## src/rtl/sfc_ram.sv

```systemverilog
// generic single port ram with registered read
module sfc_ram #(
	parameter int unsigned WIDTH = 8,
	parameter int unsigned DEPTH = 8
) (
	input  logic                     clk,
	input  logic                     we,
	input  logic [$clog2(DEPTH)-1:0] addr,
	input  logic [WIDTH-1:0]         wdata,
	output logic [WIDTH-1:0]         rdata
);
	logic [WIDTH-1:0] mem_q [DEPTH];

	always_ff @(posedge clk) begin
		if (we) begin
			mem_q[addr] <= wdata;
		end
		rdata <= mem_q[addr];
	end
endmodule

```

## config.mk

```make
export PLATFORM = sky130hd
export DESIGN_NAME = sfc_ram
export DESIGN_NICKNAME = d
export VERILOG_FILES = /design/src/rtl/sfc_ram.sv
export SDC_FILE = /design/constraint.sdc
export NUM_CORES = 1
export LEC_CHECK = 0
export BUFFER_PORTS_ARGS = -buffer_cell sky130_fd_sc_hd__buf_2
export CORE_MARGIN = 10
export CORE_UTILIZATION = 47
export CTS_CLUSTER_SIZE = 40
export DETAILED_ROUTE_END_ITERATION = 10
export PLACE_DENSITY = 0.65
export RECOVER_POWER = 100
export SLEW_MARGIN = 20
export SYNTH_ARGS = -nofsm -noshare
export SYNTH_HDL_FRONTEND = slang
export SYNTH_SLANG_ARGS = --single-unit
```

## constraint.sdc

```tcl
create_clock -name clk -period 4.44 [get_ports clk]
set_input_delay 0.888 -clock clk [delete_from_list [all_inputs] [get_ports clk]]
set_output_delay 0.888 -clock clk [all_outputs]
set_load 0.02 [all_outputs]
```

==> metrics.txt, run 1 <==
Root Buffer Master clkbuf_8; post-cts sizing count 0; sequential element share of the synthesized area between 70% and 80%; wire per inst 20.2 microns; largest net degree at the start of global routing 26; number of synthesized flops with an enable pin between 60 and 70; H-tree depth 3; I/O Buffers 20; Final TNS setup 0 ns; Worst Path Required 4.39 ns; Final Max Tran Viols 25; nets 167; Seq cells post-synth roughly 70; Post-synth ARST share 0%; reg2reg path depth 2; maxcap violations 1; P per Cell Area approximately 430 nW/um^2; Slowest-stage cell, CP clkbuf_1; critical-path cell list clkbuf_1 -> nand2_1 -> nor2_1; Max Freq 332 MHz; vias in the first global route approximately 1400; die height ~96 microns; CP Data Arrival Time about 3 ns; synth unique cells 28; Main synth FF type edfxtp_1; post-CTS setup buffers 0; CP endpoint kind flip-flop; critical path type in2reg; Worst-Skew Late Latency between 0.3 and 0.4 ns; Max Root-Sink Buffers 2; Final min period around 3 ns; worst r2r dst rdata[4]; Final HPWL DP 2.91 mm; Hold-fix buffers, CTS 0; routed wire length approximately 4.7 mm; RSZ-0062 raised after global routing false; ANT nets after route 0; DRC viols 0; critical path launch point type primary input; core area between 5000 and 6000 sq um; final hold vios 0; first-pass GRT wire length between 7 and 8 mm; Initial Util about half; ant diodes 0; Slew @ Worst Pin 1.51 ns; count leader, synth edfxtp_1; CTS tree yes; Post-Syn Instances approximately 130; RePlAce Congestion approximately 0.73; I/O Pins 21; leakage power between 0.0009 and 0.001 uW; failing checks max-capacitance violations, max-slew violations; Starting DRT DRC Count between 90 and 100; Synth-to-Final Area Change 9.49%; post-synth top area share between 70% and 80%; Bufs and invs on worst path 1; status complete, but fails checks; Worst-path clk slew 0.07 ns; Hold Path End rdata[6]; relative slew slack -0.362%; setup slack, reg-to-reg ~3.2 ns; CP peak stage delay about 1.1 ns; syn_area_per_cell 21.0 sq um; fraction of final layout cells sized beyond drive strength 1 roughly 15%; initial antenna violation count 0; total power between 1000 and 1500 uW; pre-CTS WS approximately 1.6 ns; Hold Path Origin mem_q[0][6]; CP top delay family buffers and inverters; Worst Skew ~0.0076 ns; via/cell ratio ~5.3; die area 9220 sq um; First-pass DRT Iterations 4; DR vias between 1000 and 1500; Yosys warnings 0; clock sink total between 70 and 80; Synth top cells by count 64 x edfxtp_1, 8 x dfxtp_1, 8 x mux4_2; VDD IR max 278 uV; fin crit share just under 70%; final setup vio count 0; Die Width between 90 and 100 microns; maximum fanout along the worst path 25; GRT Total Usage between 10 and 15%; Hold Slack about 0.6 ns; Synth area leader edfxtp_1; number of CTS-inserted buffers 9; post-layout util 53.7%; Final WS setup around 1.4 ns; synthesized area 2720 sq um; worst hold path class reg2reg; Mapped Nets 142; FF-to-FF Start mem_q[7][4]; # rows 27; largest cells by area after synthesis edfxtp_1 71%, mux4_2 6.6%, dfxtp_1 5.9%; Hold Path Depth 2; GRT Residual Overflow 0
-- routing by layer --
layer | GRT usage, % | vias up | share of wire [%]
li1 | - | 573 | -
met1 | 13.8 | 624 | 44
met2 | 16.8 | 31 | 49
met3 | 4.59 | 5 | 5.8
met4 | 5.65 | 0 | 1.3
met5 | 0 | - | 0
-- logic make-up (layout without fill, tap and decap cells) --
logic type             after synthesis  count (layout)  share of synthesized area [%]
muxes                               23              23                           15.8
DFF                                 72              72                           76.7
buffers and inverters                8              38                           2.12
and+or+nand+nor                     19              19                           3.32
AOI/OAI and AO/OA                    7               7                           2.07
-- sequential cells by signal (all words and copies together), names as in the netlist --
signal  cells
rdata       8
mem_q      64
-- layout by cell type, fill, tap and decap left out, drive strengths merged --
| master | instances |
|---|---|
| inv | 1 |
| buf | 3 |
| clkinv | 1 |
| a211o | 1 |
| dfxtp | 8 |
| a21oi | 1 |
| mux4 | 12 |
| edfxtp | 64 |
| o211ai | 1 |
| nand3b | 1 |
| nand3 | 2 |
| o211a | 1 |
| a22oi | 1 |
| o221ai | 1 |
| a311oi | 1 |
| nand2b | 2 |
| nor3 | 2 |
| nand2 | 4 |
| mux2 | 9 |
| nor2 | 7 |
| mux2i | 2 |
| clkbuf | 33 |
| and3b | 1 |
-- how the worst max path moves through the flow --
stage,start,to,slack (ns),cells after the start
after detailed placement,addr[2],mem_q[4][0],1.59,3
after floorplan,addr[2],mem_q[4][0],2.10,3
final,addr[0],mem_q[5][6],1.43,3
after global routing,addr[0],mem_q[5][6],1.21,3
after CTS,addr[2],mem_q[4][6],1.94,3
after global placement,addr[2],mem_q[0][3],1.43,3
-- final cells by class --
class                   count  area, sq um
clock buffers              15          156
clock inverters             1         5.00
fillers                   466         2570
inverters                   1         3.75
multi-input cells          49          553
flip-flops and latches     72         2080
well taps                  72         90.1
repair buffers             21         82.6
-- where the power goes --
part	internal (uW)	switching (uW)
Clock	219	211
Combinational	29.0	48.6
Sequential	765	6.11
-- worst register-to-register path, stage by stage (launching register included) --
cell and delay [ns]:
edfxtp_1 0.38, mux4_2 0.48, mux2_1 0.30
-- per-stage QoR --
stage / std cells / cell area (sq um)
floorplan: 129 / 2720
global placement: 214 / 2850
detailed placement: 215 / 2860
CTS: 231 / 3030
global route: 231 / 2970
finish: 231 / 2970
(Power assumes the default switching activity.)
==> run 2, diff against run 1 <==
--- a/config.mk
+++ b/config.mk
@@ -10,7 +10,7 @@
 export CORE_UTILIZATION = 47
 export CTS_CLUSTER_SIZE = 40
 export DETAILED_ROUTE_END_ITERATION = 10
-export PLACE_DENSITY = 0.65
+export PLACE_DENSITY = 0.67
 export RECOVER_POWER = 100
 export SLEW_MARGIN = 20
 export SYNTH_ARGS = -nofsm -noshare
==> constraint.sdc (replaced) <==
create_clock -name clk -period 2.5 [get_ports clk]
set_input_delay 0.5 -clock clk [delete_from_list [all_inputs] [get_ports clk]]
set_output_delay 0.5 -clock clk [all_outputs]
set_load 0.02 [all_outputs]
==> run 2 against run 1 <==
The run now ends clean. Wire length rose by 0.30%. Total power rose by 92%. Clock-buffer cell count fell by 4. Final cell count rose by 6.1%. Hold slack got worse by 0.061 ns. Utilization rose by 1.8 points. Cell area rose by 3.3%. Clock skew fell by 0.0040 ns. Global-route usage rose by 0.17 points. Via count rose by 5.6%. Register-to-register slack got worse by 1.9 ns. Critical path depth rose by 1. Highest routed layer unchanged.
==> metrics.txt, run 2 (synthesis results as in run 1) <==
Clk pwr share a little under two fifths; Final HPWL DP between 3 and 4 mm; Slew @ Worst Pin between 0.6 and 0.7 ns; core area about 5500 sq um; CP endpoint kind flip-flop; Root Buffer Master clkbuf_8; number of CTS-inserted buffers 9; routed wire length about 4.7 mm; critical path launch point type primary input; fin crit share around three quarters; most frequent cells in the layout 64 x edfxtp_1, 32 x clkbuf_1, 9 x clkbuf_8; CP peak stage delay between 0.4 and 0.5 ns; max reg flops 64; wire per inst between 15 and 20 microns; CP top delay family buffers and inverters; RSZ-0062 raised after global routing false; Final TNS setup 0 ns; H-tree depth 3; ant diodes 0; GRT Total Usage between 10% and 20%; critical-path cell list buf_2 -> nand2_1 -> nor2_1 -> clkbuf_1; post-CTS setup buffers 0; ANT nets after route 0; Worst-path clk slew ~0.070 ns; leakage power between 0.001 and 0.0015 uW; die height 96.0 microns; First-pass DRT Iterations 4; Filler cells 480; nets 181; Initial Util 49.0%; die area 9220 sq um; Bufs and invs on worst path 2; maximum fanout along the worst path 25; largest registers mem_q (64), rdata (8); largest register by flop count mem_q; # rows 27; Worst Path Required between 2 and 2.5 ns; sequential power share 55.9%; reg2reg path depth 2; Worst path depth 4; final setup vio count 0; RePlAce Congestion between 0.7 and 0.8; initial antenna violation count 0; final hold vios 0; largest net degree at the start of global routing 26; Final Max Tran Viols 0; pre-CTS WS about 0.46 ns; DR vias 1302; commonest non-fill, non-tap cell in the layout edfxtp_1; Switching Fraction between 10% and 20%; GRT Residual Overflow 0; Hold-fix buffers, CTS 0; VDD IR max about 520 uV; Die Width around 96 microns; Slowest-stage cell, CP buf_2; Hold Path Depth 1; critical path type in2reg; P per Cell Area ~800 nW/um^2; relative slew slack a little under 60%; status finished clean; total power between 2000 and 2500 uW; Max Freq between 500 and 600 MHz; fraction of final layout cells sized beyond drive strength 1 15.0%; worst hold path class in2reg; via/cell ratio ~5.3; switching power ~500 uW; Worst Skew about 0.0035 ns; first-pass GRT wire length around 7.4 mm; Final min period between 1.5 and 2 ns; Synth-to-Final Area Change 13.1%; Hold Slack between 0.5 and 0.6 ns; CP Data Arrival Time around 1.8 ns; P_int about 2000 uW; FF+latch area 2080 sq um; clock sink total 72; I/O Buffers 20; multi-input combinational cell area roughly 550 sq um; Final WS setup about 0.65 ns; I/O Pins 21; Max Root-Sink Buffers 2; Worst-Skew Late Latency approximately 0.33 ns; maxcap violations 0; post-cts sizing count 0; vias in the first global route between 1000 and 1500; CTS tree yes; DRC viols 0; Logic pwr share 5.8%; Starting DRT DRC Count 76
## run 2: changes by cell type in the layout (fill, tap and decap cells not counted), sizes merged
cell	before	now
buf	3	5
clkbuf	33	41
clkinv	1	3
bufinv	0	2
## run 2: final timing paths
path | to | startpoint | slack [ns]
setup / recovery | mem_q[5][4] | addr[0] | 0.65
hold / removal | mem_q[0][0] | wdata[0] | 0.53
setup reg to reg | rdata[0] | mem_q[3][0] | 1.23
hold reg to reg | rdata[6] | mem_q[0][6] | 0.58
## run 2: metrics by stage
step | instances | cell area (sq um) | util [%]
finish | 245 | 3070 | 55.4
floorplan | 129 | 2720 | -
global route | 245 | 3070 | 55.4
global placement | 229 | 2960 | 53.5
CTS | 245 | 3170 | 57.2
detailed placement | 229 | 2960 | 53.5
## run 2: area by class of cell
type | instances | share of cell area [%]
multi-input combinational | 49 | 18.0
clock inverter | 5 | 2.32
clock buffer | 11 | 4.28
timing repair buffer | 35 | 4.56
tap | 72 | 2.93
inverter | 1 | 0.122
sequential | 72 | 67.8
## run 2: power groups by stage
stage | sequential [uW] | combinational (uW) | clock (uW)
final | 1370 | 142 | 940
after global routing | 1370 | 156 | 1030
after CTS | 1370 | 166 | 967
after detailed placement | 1400 | 166 | 0
after global placement | 1390 | 161 | 0
after floorplan | 1410 | 89.0 | 0
## run 2: routing by layer
layer	global-route usage (%)	up-vias	share of wire, %
met5	0	-	0
met4	5.04	0	1.3
met3	5.84	7	6.9
met2	17.7	39	49
met1	13.0	658	43
li1	-	598	-
==> run 3, diff against run 2 <==
==> constraint.sdc (replaced) <==
create_clock -name clk -period 1.6 [get_ports clk]
set_input_delay 0.32 -clock clk [delete_from_list [all_inputs] [get_ports clk]]
set_output_delay 0.32 -clock clk [all_outputs]
set_load 0.02 [all_outputs]
==> run 3 against run 2 <==
Via count rose by 3.5%. Combinational power rose by 70%. Clock power rose by 39%. Register-to-register slack got worse by 0.90 ns. Critical path type unchanged. Sequential cell count did not move. Largest cell class unchanged. Largest power group unchanged. Sequential power rose by 56%. Highest routed layer unchanged. Non-clock buffer count rose by 12. Critical endpoint unchanged. Setup slack got worse by 0.46 ns. Critical path depth rose by 1. Total power rose by 51%. Wire length rose by 2.9%.
==> metrics.txt, run 3 (synthesis results as in run 1) <==
status finished clean; worst r2r dst rdata[3]; fin crit share a little under 90%; VDD IR max approximately 700 uV; max reg flops 64; I/O Pins 21; Final TNS setup 0 ns; Max Root-Sink Buffers 2; Final HPWL DP 3.38 mm; Final min period about 1.4 ns; ANT nets after route 0; Root Buffer Master clkbuf_8; Max Freq between 700 and 800 MHz; largest registers mem_q (64), rdata (8); final std cells w/o fill between 200 and 300; largest register by flop count mem_q; first-pass GRT wire length 7.48 mm; post-CTS setup buffers 0; Final Max Tran Viols 0; CP endpoint kind flip-flop; ant diodes 0; Hold Path End mem_q[6][4]; Filler cells approximately 480; Hold Path Origin wdata[4]; Initial Util ~50%; final setup vio count 0; Die Width 96.0 microns; CTS tree yes; critical path launch point type primary input; DR vias approximately 1300; largest net degree at the start of global routing 17; H-tree depth 3; GRT Total Usage 11.5%; Worst-Skew Late Latency between 0.3 and 0.4 ns; nets 193; die height around 96 microns; final hold vios 0; Worst Skew 0.00679 ns; DRC viols 0; CP Data Arrival Time approximately 1.4 ns; Worst-path clk slew ~0.070 ns; setup slack, reg-to-reg 0.33 ns; commonest non-fill, non-tap cell in the layout edfxtp_1; placed cell areas a little over 3000 sq um; Worst Path Required approximately 1.6 ns; FF-to-FF Start mem_q[1][3]; First-pass DRT Iterations 5; cell area after layout between 3000 and 4000 sq um; fraction of final layout cells sized beyond drive strength 1 23.8%; maxcap violations 0; GRT Residual Overflow 0; number of CTS-inserted buffers 9; maximum fanout along the worst path 16; P per Cell Area 1170 nW/um^2; most frequent cells in the layout 64 x edfxtp_1, 28 x clkbuf_1, 13 x buf_4; Synth-to-Final Area Change 15.9%; leakage power approximately 0.0011 uW; I/O Buffers 20; reg2reg path depth 2; RSZ-0062 raised after global routing false; vias in the first global route between 1000 and 1500; core area roughly 5500 sq um; post-cts sizing count 0; Slew @ Worst Pin ~0.58 ns; RePlAce Congestion just over 0.8; worst hold path class in2reg; # rows 27; wire per inst roughly 19 microns; Starting DRT DRC Count between 80 and 90; routed wire length roughly 4.8 mm; Hold Path Depth 1; critical path type in2reg; Placed Cells 241; initial antenna violation count 0; via/cell ratio roughly 5.2; die area 9220 sq um; Hold-fix buffers, CTS 0; clock sink total between 70 and 80; relative slew slack approximately three fifths
## run 3: metrics by stage
step | setup WS, ns | hold slack (ns) | total power (uW) | utilization, %
6_report | 0.195 | 0.318 | 3690 | 56.8
3_5_place_dp | -0.169 | 0.575 | 2460 | 55.2
3_3_place_gp | -0.125 | 0.568 | 2450 | 55.2
5_1_grt | 0.0790 | 0.330 | 3850 | 56.8
4_1_cts | 0.190 | 0.234 | 3760 | 58.4
2_1_floorplan | -0.168 | 0.419 | 2340 | -
## run 3: how the worst max path moves through the flow
stage                       start     endpoint  depth (start not counted)
after floorplan           addr[2]  mem_q[4][0]                          3
after global placement    addr[0]     rdata[3]                          3
after detailed placement  addr[0]     rdata[0]                          3
after CTS                 addr[0]     rdata[0]                          3
after global routing      addr[0]  mem_q[5][4]                          5
final                     addr[0]  mem_q[5][4]                          5
## run 3: critical path, cell delays in order
cell and delay (ns):
buf_2 0.39, clkbuf_1 0.23, nand2_1 0.10, nor2_1 0.21, clkbuf_1 0.19
## run 3: power by group
part           leakage, uW  total [uW]  internal (uW)  switching (uW)
clock network    0.0000922        1310            705             606
registers         0.000649        2140           2120            16.6
logic             0.000333         242            102             140
total              0.00107        3690           2930             762
## run 3: area by class of cell
class,count,area (sq um),area share [%]
tap,72,90.1,2.86
sequential,72,2080,66.1
timing repair buffer,47,238,7.55
clock buffer,11,131,4.17
multi-input combinational,49,556,17.6
inverter,1,3.75,0.119
clock inverter,5,47.5,1.51
## run 3: routing by layer
layer | GRT usage (%) | vias to the layer above | routed length [microns]
met3 | 4.75 | 10 | 221
met2 | 18.7 | 28 | 2440
li1 | - | 624 | -
met4 | 5.28 | 0 | 119
met1 | 13.1 | 685 | 2040
met5 | 0 | - | 0
