**config.mk**
```make
export PLATFORM = sky130hd
export DESIGN_NAME = sfc_div
export DESIGN_NICKNAME = d
export VERILOG_FILES = /design/src/rtl/sfc_pkg.sv /design/src/rtl/sfc_div.sv
export SDC_FILE = /design/constraint.sdc
export NUM_CORES = 1
export LEC_CHECK = 0
export BUFFER_PORTS_ARGS = -buffer_cell sky130_fd_sc_hd__buf_2
export CORE_UTILIZATION = 40
export CTS_CLUSTER_SIZE = 28
export DETAILED_ROUTE_END_ITERATION = 8
export SYNTH_ARGS = -nofsm -noshare
export SYNTH_HDL_FRONTEND = slang
export SYNTH_SLANG_ARGS = --single-unit
```
**constraint.sdc**
```tcl
create_clock -name clk -period 3.4 [get_ports clk]
set_input_delay 0.17 -clock clk [delete_from_list [all_inputs] [get_ports clk]]
set_output_delay 0.17 -clock clk [all_outputs]
set_load 0.03 [all_outputs]
```
**src/rtl/sfc_pkg.sv**
```systemverilog
// shared types and constants of the segment frustum clipper
package sfc_pkg;

	localparam int unsigned PLANES_DEF = 8;
	localparam int unsigned PLANE_W = 128;
	localparam logic [16:0] FP_ONE = 17'h10000;

	typedef enum logic [3:0] {
		ST_IDLE,
		ST_RD,
		ST_D0,
		ST_D1,
		ST_DIST,
		ST_CHECK,
		ST_DIV,
		ST_LERP,
		ST_NEXT,
		ST_OUT
	} state_t;

	typedef enum logic {
		REQ_LOAD = 1'b0,
		REQ_CLIP = 1'b1
	} req_t;

endpackage

```
**src/rtl/sfc_div.sv**
```systemverilog
// restoring divider: 17-bit quotient of num*65536/den, one bit a cycle
module sfc_div (
	input  logic        clk,
	input  logic        arst_n,
	input  logic        start,
	input  logic [31:0] num,
	input  logic [32:0] den,
	output logic        done,
	output logic [16:0] quot
);
	import sfc_pkg::*;

	logic [33:0] rem_q;
	logic [32:0] den_q;
	logic [48:0] num_q;
	logic [16:0] quot_q;
	logic [5:0]  cnt_q;
	logic        busy_q;
	logic        done_q;
	logic [33:0] trial;

	// num < den so the top 32 quotient bits are zero; only the last 17 are kept
	assign trial = {rem_q[32:0], num_q[48]} - {1'b0, den_q};

	always_ff @(posedge clk or negedge arst_n) begin
		if (!arst_n) begin
			busy_q <= 1'b0;
			cnt_q  <= '0;
			done_q <= 1'b0;
		end else begin
			// quotient is complete the cycle after the last step
			done_q <= !start && busy_q && (cnt_q == 6'd1);
			if (start) begin
				busy_q <= 1'b1;
				cnt_q  <= 6'd49;
			end else if (busy_q) begin
				cnt_q <= cnt_q - 6'd1;
				if (cnt_q == 6'd1) begin
					busy_q <= 1'b0;
				end
			end
		end
	end

	always_ff @(posedge clk) begin
		if (start) begin
			rem_q  <= '0;
			den_q  <= den;
			num_q  <= {1'b0, num, 16'h0};
			quot_q <= '0;
		end else if (busy_q) begin
			num_q <= {num_q[47:0], 1'b0};
			if (!trial[33]) begin
				rem_q  <= trial;
				quot_q <= {quot_q[15:0], 1'b1};
			end else begin
				rem_q  <= {rem_q[32:0], num_q[48]};
				quot_q <= {quot_q[15:0], 1'b0};
			end
		end
	end

	assign done = done_q;
	assign quot = quot_q;
endmodule

```
==> results by group, run 1 <==
Logic synthesis
  – Area share of the largest cell type after synthesis: 29.20%
  – Dominant register cell in the synthesized netlist: edfxtp_1
  – Synth warnings: 0
  – Leading area contributor after synthesis: edfxtp_1
  – Synth Area in Compound Gates: 14.28%
  – Number of enable-type register cells in the synthesized netlist: 65
  – Syn_area_per_cell: around 11 sq um
  – Total standard cell area after synthesis: about 6700 sq um
  – Combinational family with the most area after synthesis: compound AO/OA/AOI/OAI gates
  – Dominant cells by area after synthesis: edfxtp_1 (29%), dfxtp_1 (15%), mux2i_1 (6.7%)
  – Nets in the synthesized netlist: around 740
  – Fraction of synthesized cell area in xor and xnor cells: 4.474%
  – Simple-gate portion of the synthesized area: roughly 10%
  – Sequential share of the synthesized area: roughly 47%
  – Share of flip-flops with an asynchronous set or reset after synthesis: under 10%
  – Post-synthesis instance total: 632
  – Synthesized flop and latch total: between 100 and 150
  – Number of distinct standard cells referenced by the synthesized netlist: 56
  – Multiplexer share of the synthesized area: between 10% and 20%
  – Share of synthesized cell area in full adder, half adder and majority cells: under 10%

Global routing
  – Number of antenna violations at the first check in global routing: 0
  – GRT Util Overall: between 10% and 20%
  – First-pass GRT wire length: between 20 and 25 mm
  – Via count of the first global-routing pass: between 5k and 6k
  – Congestion Overflow GR: 0
  – Pin count of the biggest net entering global routing: 73

Critical path
  – Critical path endpoint category: register
  – Worst Path Max Fanout: 4
  – Data arrival time at the worst-slack endpoint: between 3 and 4 ns
  – Element type at the critical path start: register
  – Kind of critical path: reg2reg
  – Number of cells on the worst reg-to-reg path: 10
  – Crit path required time: 3.70 ns

Worst hold path
  – Min-Delay Path Depth: 2
  – Hold WC Path Type: in2reg

Timing
  – Unrepaired setup endpoints after global routing: false
  – Setup violation total in the final timing report: 0
  – Setup skew after layout: about 0.01 ns
  – Total negative slack: 0 ns
  – Actual transition at the worst max-transition pin: ~0.83 ns
  – Max-slew violations: 0
  – Peak clock frequency supported by timing: 313.4 MHz
  – Slew HR: 44.44%
  – Final hold violations: 0
  – Post-route fraction of the period consumed by the critical path: between 90% and 100%
  – Min Tclk post-route: ~3.2 ns

Route
  – DRC: 0
  – Violation count after the first detailed-routing iteration: about 250
  – Top Layer Used: met4
  – Count of antenna-violating nets left after detailed routing: 0
  – Overall via count from detail_route: between 5k and 6k
  – Met2 wire len: 6.665 mm
  – Met3 WL: 649 um
  – Met1 Routed Length: 6.481 mm
  – Routed wire length: 14.06 mm
  – Via density per instance: 5.125
  – 1st-pass router iterations: 4
  – Average wire per standard cell: 14.31 um

Layout
  – P&R area growth vs syn: 23.57%
  – Fraction of final layout cells sized beyond drive strength 1: between 20% and 30%
  – Final standard cell count with taps included and fillers excluded: slightly below 1k
  – Post-route standard cell area excluding fillers: 8259 sq um
  – Nets: around 860
  – Top library cells by usage in the layout, fill and taps aside: buf_2 (84), nor2_1 (67), edfxtp_1 (65), dfxtp_1 (51)
  – Antenna diode instance count: 0
  – Fill cell count: around 1.5k
  – FF/Latch Area: 3174 sq um
  – Area taken by multi-input logic gates: between 3000 and 4000 sq um
  – Leading cell type in the layout, fill and taps excluded: buf_2

Clock tree
  – Buffer cell driving the clock tree root: clkbuf_16
  – Max Buffers Root-to-Sink: 2
  – CTS resizes: 0
  – Number of H-tree levels: 4
  – Clock edge transition at the registers on the reported setup and hold paths: approximately 0.060 ns
  – Clock tree from TritonCTS: yes
  – Clock buffers created by TritonCTS: 17
  – Latest clock arrival within the worst-skew pair: 0.42 ns
  – Count of clock tree sinks: ~120

Pwr
  – Power density over the cells: about 450 nW/um^2
  – Worst IR Drop VDD: 0.3299 mV
  – Static Leak: 0.003852 uW

Placement
  – Number of buffers inserted by port buffering: 85
  – Cells after DPL: 915
  – Detailed placement HPWL: around 9.6 mm
  – Placed standard-cell area: 7362 sq um
  – Gpl congestion: between 0.8 and 0.9

Die
  – Die area: approximately 17000 sq um
  – Die Y: approximately 130 um
  – Row count: 46
  – Core Area: around 16000 sq um
  – I/O pin cnt: 86
  – Die Width: between 100 and 150 um
  – Initial Util: 41.48%

Status
  – Run status: finished, final reports clean

Job
  – Number of maximum-capacitance constraint violations: 0
-- critical path: stages, from the launching register on --
cell	delay, ns
dfxtp_1	0.33
ha_1	0.35
nor2b_1	0.14
o21ai_0	0.24
o211ai_1	0.14
a211o_1	0.32
o311ai_0	0.64
a311o_1	0.40
o21ai_0	0.17
xnor2_1	0.23
o21ai_0	0.10
-- cells by family (layout without fill, tap and decap cells) --
family                     after synthesis  in the layout
buffers and inverters                   75            210
muxes                                   79             79
DFF                                    124            124
and+or+nand+nor                        147            147
AOI/OAI and AO/OA                      139            139
adders and majority gates               36             36
xor gates and xnor gates                32             32
-- report_power, final --
group	internal (uW)	switching [uW]	leakage (uW)
Clock	944	707	0.000256
Sequential	1670	33.4	0.00117
Combinational	194	192	0.00243
-- cell type report --
type	count	share of cell area, %
multi-input combinational	433	38.96
sequential	124	38.43
timing repair buffer	133	10.73
clock buffer	18	5.196
tap	216	3.272
inverter	45	2.045
clock inverter	14	1.363
-- state kept, by name (all words and copies together) (netlist names) --
register  count
den_q        33
num_q        33
rem_q        33
quot         17
cnt_q         6
busy_q        1
done          1
-- synthesized netlist by cell type, drive strengths merged, types with 2 or more instances --
| cell type | instances |
|---|---|
| ha | 35 |
| a31o | 2 |
| nor2b | 5 |
| a311oi | 3 |
| dfxtp | 51 |
| o311ai | 5 |
| o21a | 9 |
| xor2 | 13 |
| a31oi | 4 |
| mux2 | 34 |
| a211o | 3 |
| and2 | 3 |
| and3 | 7 |
| buf | 6 |
| nor2 | 67 |
| dfrtp | 8 |
| a211oi | 29 |
| mux2i | 45 |
| edfxtp | 65 |
| clkbuf | 24 |
| nand3 | 5 |
| nor3 | 8 |
| xnor2 | 19 |
| o31ai | 3 |
| a32oi | 2 |
| inv | 45 |
| o21bai | 3 |
| a21oi | 32 |
| a21o | 12 |
| o311a | 2 |
| nor4 | 2 |
| nand4 | 7 |
| nand2 | 29 |
| nand2b | 7 |
| o21ai | 23 |
-- final timing paths --
check,startpoint,to,slack [ns]
hold / removal,num[0],num_q[16]$_SDFFCE_PN0P_,0.04
hold reg to reg,rem_q[7]$_SDFFE_PP0P_,rem_q[7]$_SDFFE_PP0P_,0.49
max in group asynchronous,arst_n,busy_q$_DFF_PN0_,3.07
min in group asynchronous,arst_n,cnt_q[4]$_DFFE_PN0P_,0.14
setup reg to reg,rem_q[1]$_SDFFE_PP0P_,rem_q[30]$_SDFFE_PP0P_,0.21
setup / recovery,rem_q[1]$_SDFFE_PP0P_,rem_q[30]$_SDFFE_PP0P_,0.21
-- metal layers --
metal	vias to the layer above	GRT usage (%)
met2	109	28.13
met4	0	7.558
li1	2544	-
met1	2364	21.15
met5	-	0
met3	21	4.475
-- stage by stage --
| stage | power, uW | hold slack, ns | worst slack, ns | utilization, % |
|---|---|---|---|---|
| 2_1_floorplan | 1977 | -0.1256 | 0.6025 | - |
| 3_3_place_gp | 2080 | 0.02093 | 0.2745 | 45.68 |
| 4_1_cts | 3791 | 0.02378 | 0.1468 | 51.16 |
| 5_1_grt | 3915 | 0.03147 | 0.001780 | 51.25 |
| 3_5_place_dp | 2090 | 0.02248 | 0.1668 | 45.68 |
| 6_report | 3743 | 0.04046 | 0.2090 | 51.25 |
-- repair_timing --
| action | 4_1_cts | 5_1_grt |
|---|---|---|
| hold buffers | 34 | 0 |
| endpoints found under the hold margin | 41 | 0 |
| setup endpoints to repair | 0 | 1 |
| setup buffers | 0 | 2 |
(Power assumes the default switching activity.)
==> inputs of run 2 (changes only) <==
clock period = 3.5 ns   (was 3.4 ns; I/O delays follow)
==> run 2 against run 1 <==
Against the previous run:
- clock power is 4% higher
- worst hold slack got worse by 0.014 ns
- wire length is 0.22% higher
- first-iteration DRC count fell by 8.5%
==> results by group, run 2 (synthesized netlist as in run 1, its figures left out) <==
Status
  – Run status: finished, final reports clean

Critical path
  – Worst Path Max Fanout: 4
  – Top cell family by delay on the critical path: compound AO/OA/AOI/OAI gates
  – Launching element of the worst setup path: den_q[2]$_DFFE_PP_
  – Cell mode on critical path: o21ai_0
  – Critical path, cell by cell: inv_1, ha_1, nor2b_1, o21ai_0, o211ai_1, a211o_1, o311ai_0, a311o_1, nor3b_1, a211oi_1, o21ai_0
  – Slowest stage delay, CP: 0.67 ns
  – Cell at the slowest stage of the critical path: o311ai_0
  – Kind of critical path: reg2reg
  – Crit path required time: 3.79 ns
  – Buffers & Inverters on Critical Path: 1
  – Worst reg2reg path startpoint: den_q[2]$_DFFE_PP_
  – Element type at the critical path start: register
  – Critical path endpoint category: register
  – Data arrival time at the worst-slack endpoint: 3.50 ns

Pwr
  – Sequential Power Share: between 40% and 50%
  – Clock power share: between 40% and 50%
  – Worst IR Drop VDD: between 0.3 and 0.4 mV
  – Total net switching power: 938.9 uW
  – Static Leak: a little under 0.004 uW
  – Internal power summed over all cells: between 2000 and 3000 uW
  – Power density over the cells: 450.6 nW/um^2
  – Combinational share of power: between 10% and 20%
  – Switching Share: between 20 and 30%

Route
  – Average wire per standard cell: 14.29 um
  – Overall via count from detail_route: 5009
  – 1st-pass router iterations: 4
  – Violation count after the first detailed-routing iteration: approximately 230
  – DRC: 0
  – Count of antenna-violating nets left after detailed routing: 0
  – Via density per instance: a little over 5
  – Routed wire length: 14.09 mm

Global routing
  – Pin count of the biggest net entering global routing: 73
  – Via count of the first global-routing pass: between 5k and 6k
  – First-pass GRT wire length: approximately 25 mm
  – Number of antenna violations at the first check in global routing: 0
  – GRT Util Overall: 17.52%
  – Congestion Overflow GR: 0

Timing
  – Post-route fraction of the period consumed by the critical path: between 90 and 100%
  – Setup violation total in the final timing report: 0
  – Total negative slack: 0 ns
  – Final hold violations: 0
  – Max-slew violations: 0
  – Min Tclk post-route: 3.210 ns
  – Peak clock frequency supported by timing: roughly 310 MHz
  – Slew HR: roughly 45%
  – Actual transition at the worst max-transition pin: 0.8231 ns
  – Unrepaired setup endpoints after global routing: false
  – Setup skew after layout: roughly 0.014 ns

Layout
  – Post-route standard cell area excluding fillers: between 8000 and 9000 sq um
  – P&R area growth vs syn: 24.49%
  – Top library cells by usage in the layout, fill and taps aside: buf_2 (84), nor2_1 (67), edfxtp_1 (65), dfxtp_1 (51)
  – Fraction of final layout cells sized beyond drive strength 1: between 20% and 30%
  – Antenna diode instance count: 0
  – Largest registers in the final layout: den_q (33), num_q (33), rem_q (33)
  – Core occupancy in the finished layout: between 50 and 60%
  – Leading cell type in the layout, fill and taps excluded: buf_2
  – Nets: between 800 and 900

Clock tree
  – Clock tree from TritonCTS: yes
  – Clock edge transition at the registers on the reported setup and hold paths: ~0.060 ns
  – Count of clock tree sinks: about 120
  – Latest clock arrival within the worst-skew pair: about 0.43 ns
  – Clock buffers created by TritonCTS: 17
  – Number of H-tree levels: 4
  – Buffer cell driving the clock tree root: clkbuf_16
  – Max Buffers Root-to-Sink: 2

Worst hold path
  – Hold WC Path Type: in2reg
  – Worst min-delay path startpoint: num[0]

Placement
  – Detailed placement HPWL: 9.611 mm
  – Placed standard-cell area: about 7400 sq um
  – Gpl congestion: between 0.9 and 1
  – Number of buffers inserted by port buffering: 85

Die
  – Initial Util: between 40 and 50%
  – Die Width: about 130 um
  – Die area: 17230 sq um
  – Die Y: about 130 um
  – Core Area: roughly 16000 sq um
  – Row count: between 40 and 50
  – I/O pin cnt: 86

Job
  – Number of maximum-capacitance constraint violations: 0
[run 2: changes by cell type in the layout (fill, tap and decap cells not counted), sizes merged]
cell,before,now
clkbuf,18,17
clkinvlp,4,2
inv,51,53
bufinv,0,1
buf,99,102
[run 2: final cells by class]
cell class / count / area (sq um)
fillers: 1469 / 7795
multi-input cells: 433 / 3223
flip-flops and latches: 124 / 3174
repair buffers: 136 / 908.4
clock buffers: 17 / 425.4
well taps: 216 / 270.3
inverters: 45 / 168.9
clock inverters: 15 / 150.1
[run 2: through the flow]
stage | power (uW) | instances | hold WS, ns | worst slack (ns)
2_1_floorplan | 1921 | 632 | -0.1206 | 0.7025
3_3_place_gp | 2019 | 914 | 0.02650 | 0.2703
3_5_place_dp | 2032 | 914 | 0.03146 | 0.1940
4_1_cts | 3785 | 980 | 0.01866 | 0.1676
5_1_grt | 3911 | 986 | 0.03662 | 0.01358
6_report | 3749 | 986 | 0.02646 | 0.2899
[run 2: what timing repair did]
item,in CTS,in global routing
resized for setup,0,1
hold buffers,34,0
endpoints found under the hold margin,41,0
setup buffers,0,6
endpoints found under the setup margin,0,18
[run 2: final timing paths]
path / slack [ns] / end / cells after the start
setup / recovery: 0.29 / rem_q[32]$_SDFFE_PP0P_ / 11
hold / removal: 0.03 / num_q[16]$_SDFFCE_PN0P_ / 2
setup reg to reg: 0.29 / rem_q[32]$_SDFFE_PP0P_ / 11
hold reg to reg: 0.49 / num_q[48]$_SDFFE_PP0P_ / 2
max in group asynchronous: 3.15 / busy_q$_DFF_PN0_ / 2
min in group asynchronous: 0.15 / cnt_q[4]$_DFFE_PN0P_ / 2
[run 2: worst register-to-register path, stage by stage (launching register included)]
cell and delay, ns:
edfxtp_1 0.35, inv_1 0.07, ha_1 0.27, nor2b_1 0.15, o21ai_0 0.20, o211ai_1 0.15, a211o_1 0.34, o311ai_0 0.67
a311o_1 0.39, nor3b_1 0.08, a211oi_1 0.28, o21ai_0 0.13
[run 2: routing by layer]
layer	track usage, %	part of all wire (%)	wire length (um)
met3	4.861	4.7	669
met5	0	0	0
met1	21.54	46	6516
met2	29.40	48	6696
met4	6.072	1.5	212
[run 2: power by group through the flow]
stage               logic [uW]  registers, uW  clock network (uW)
finish                     376           1660                1720
floorplan                  245           1680                   0
global placement           335           1680                   0
detailed placement         345           1690                   0
global route               421           1670                1820
CTS                        378           1660                1750
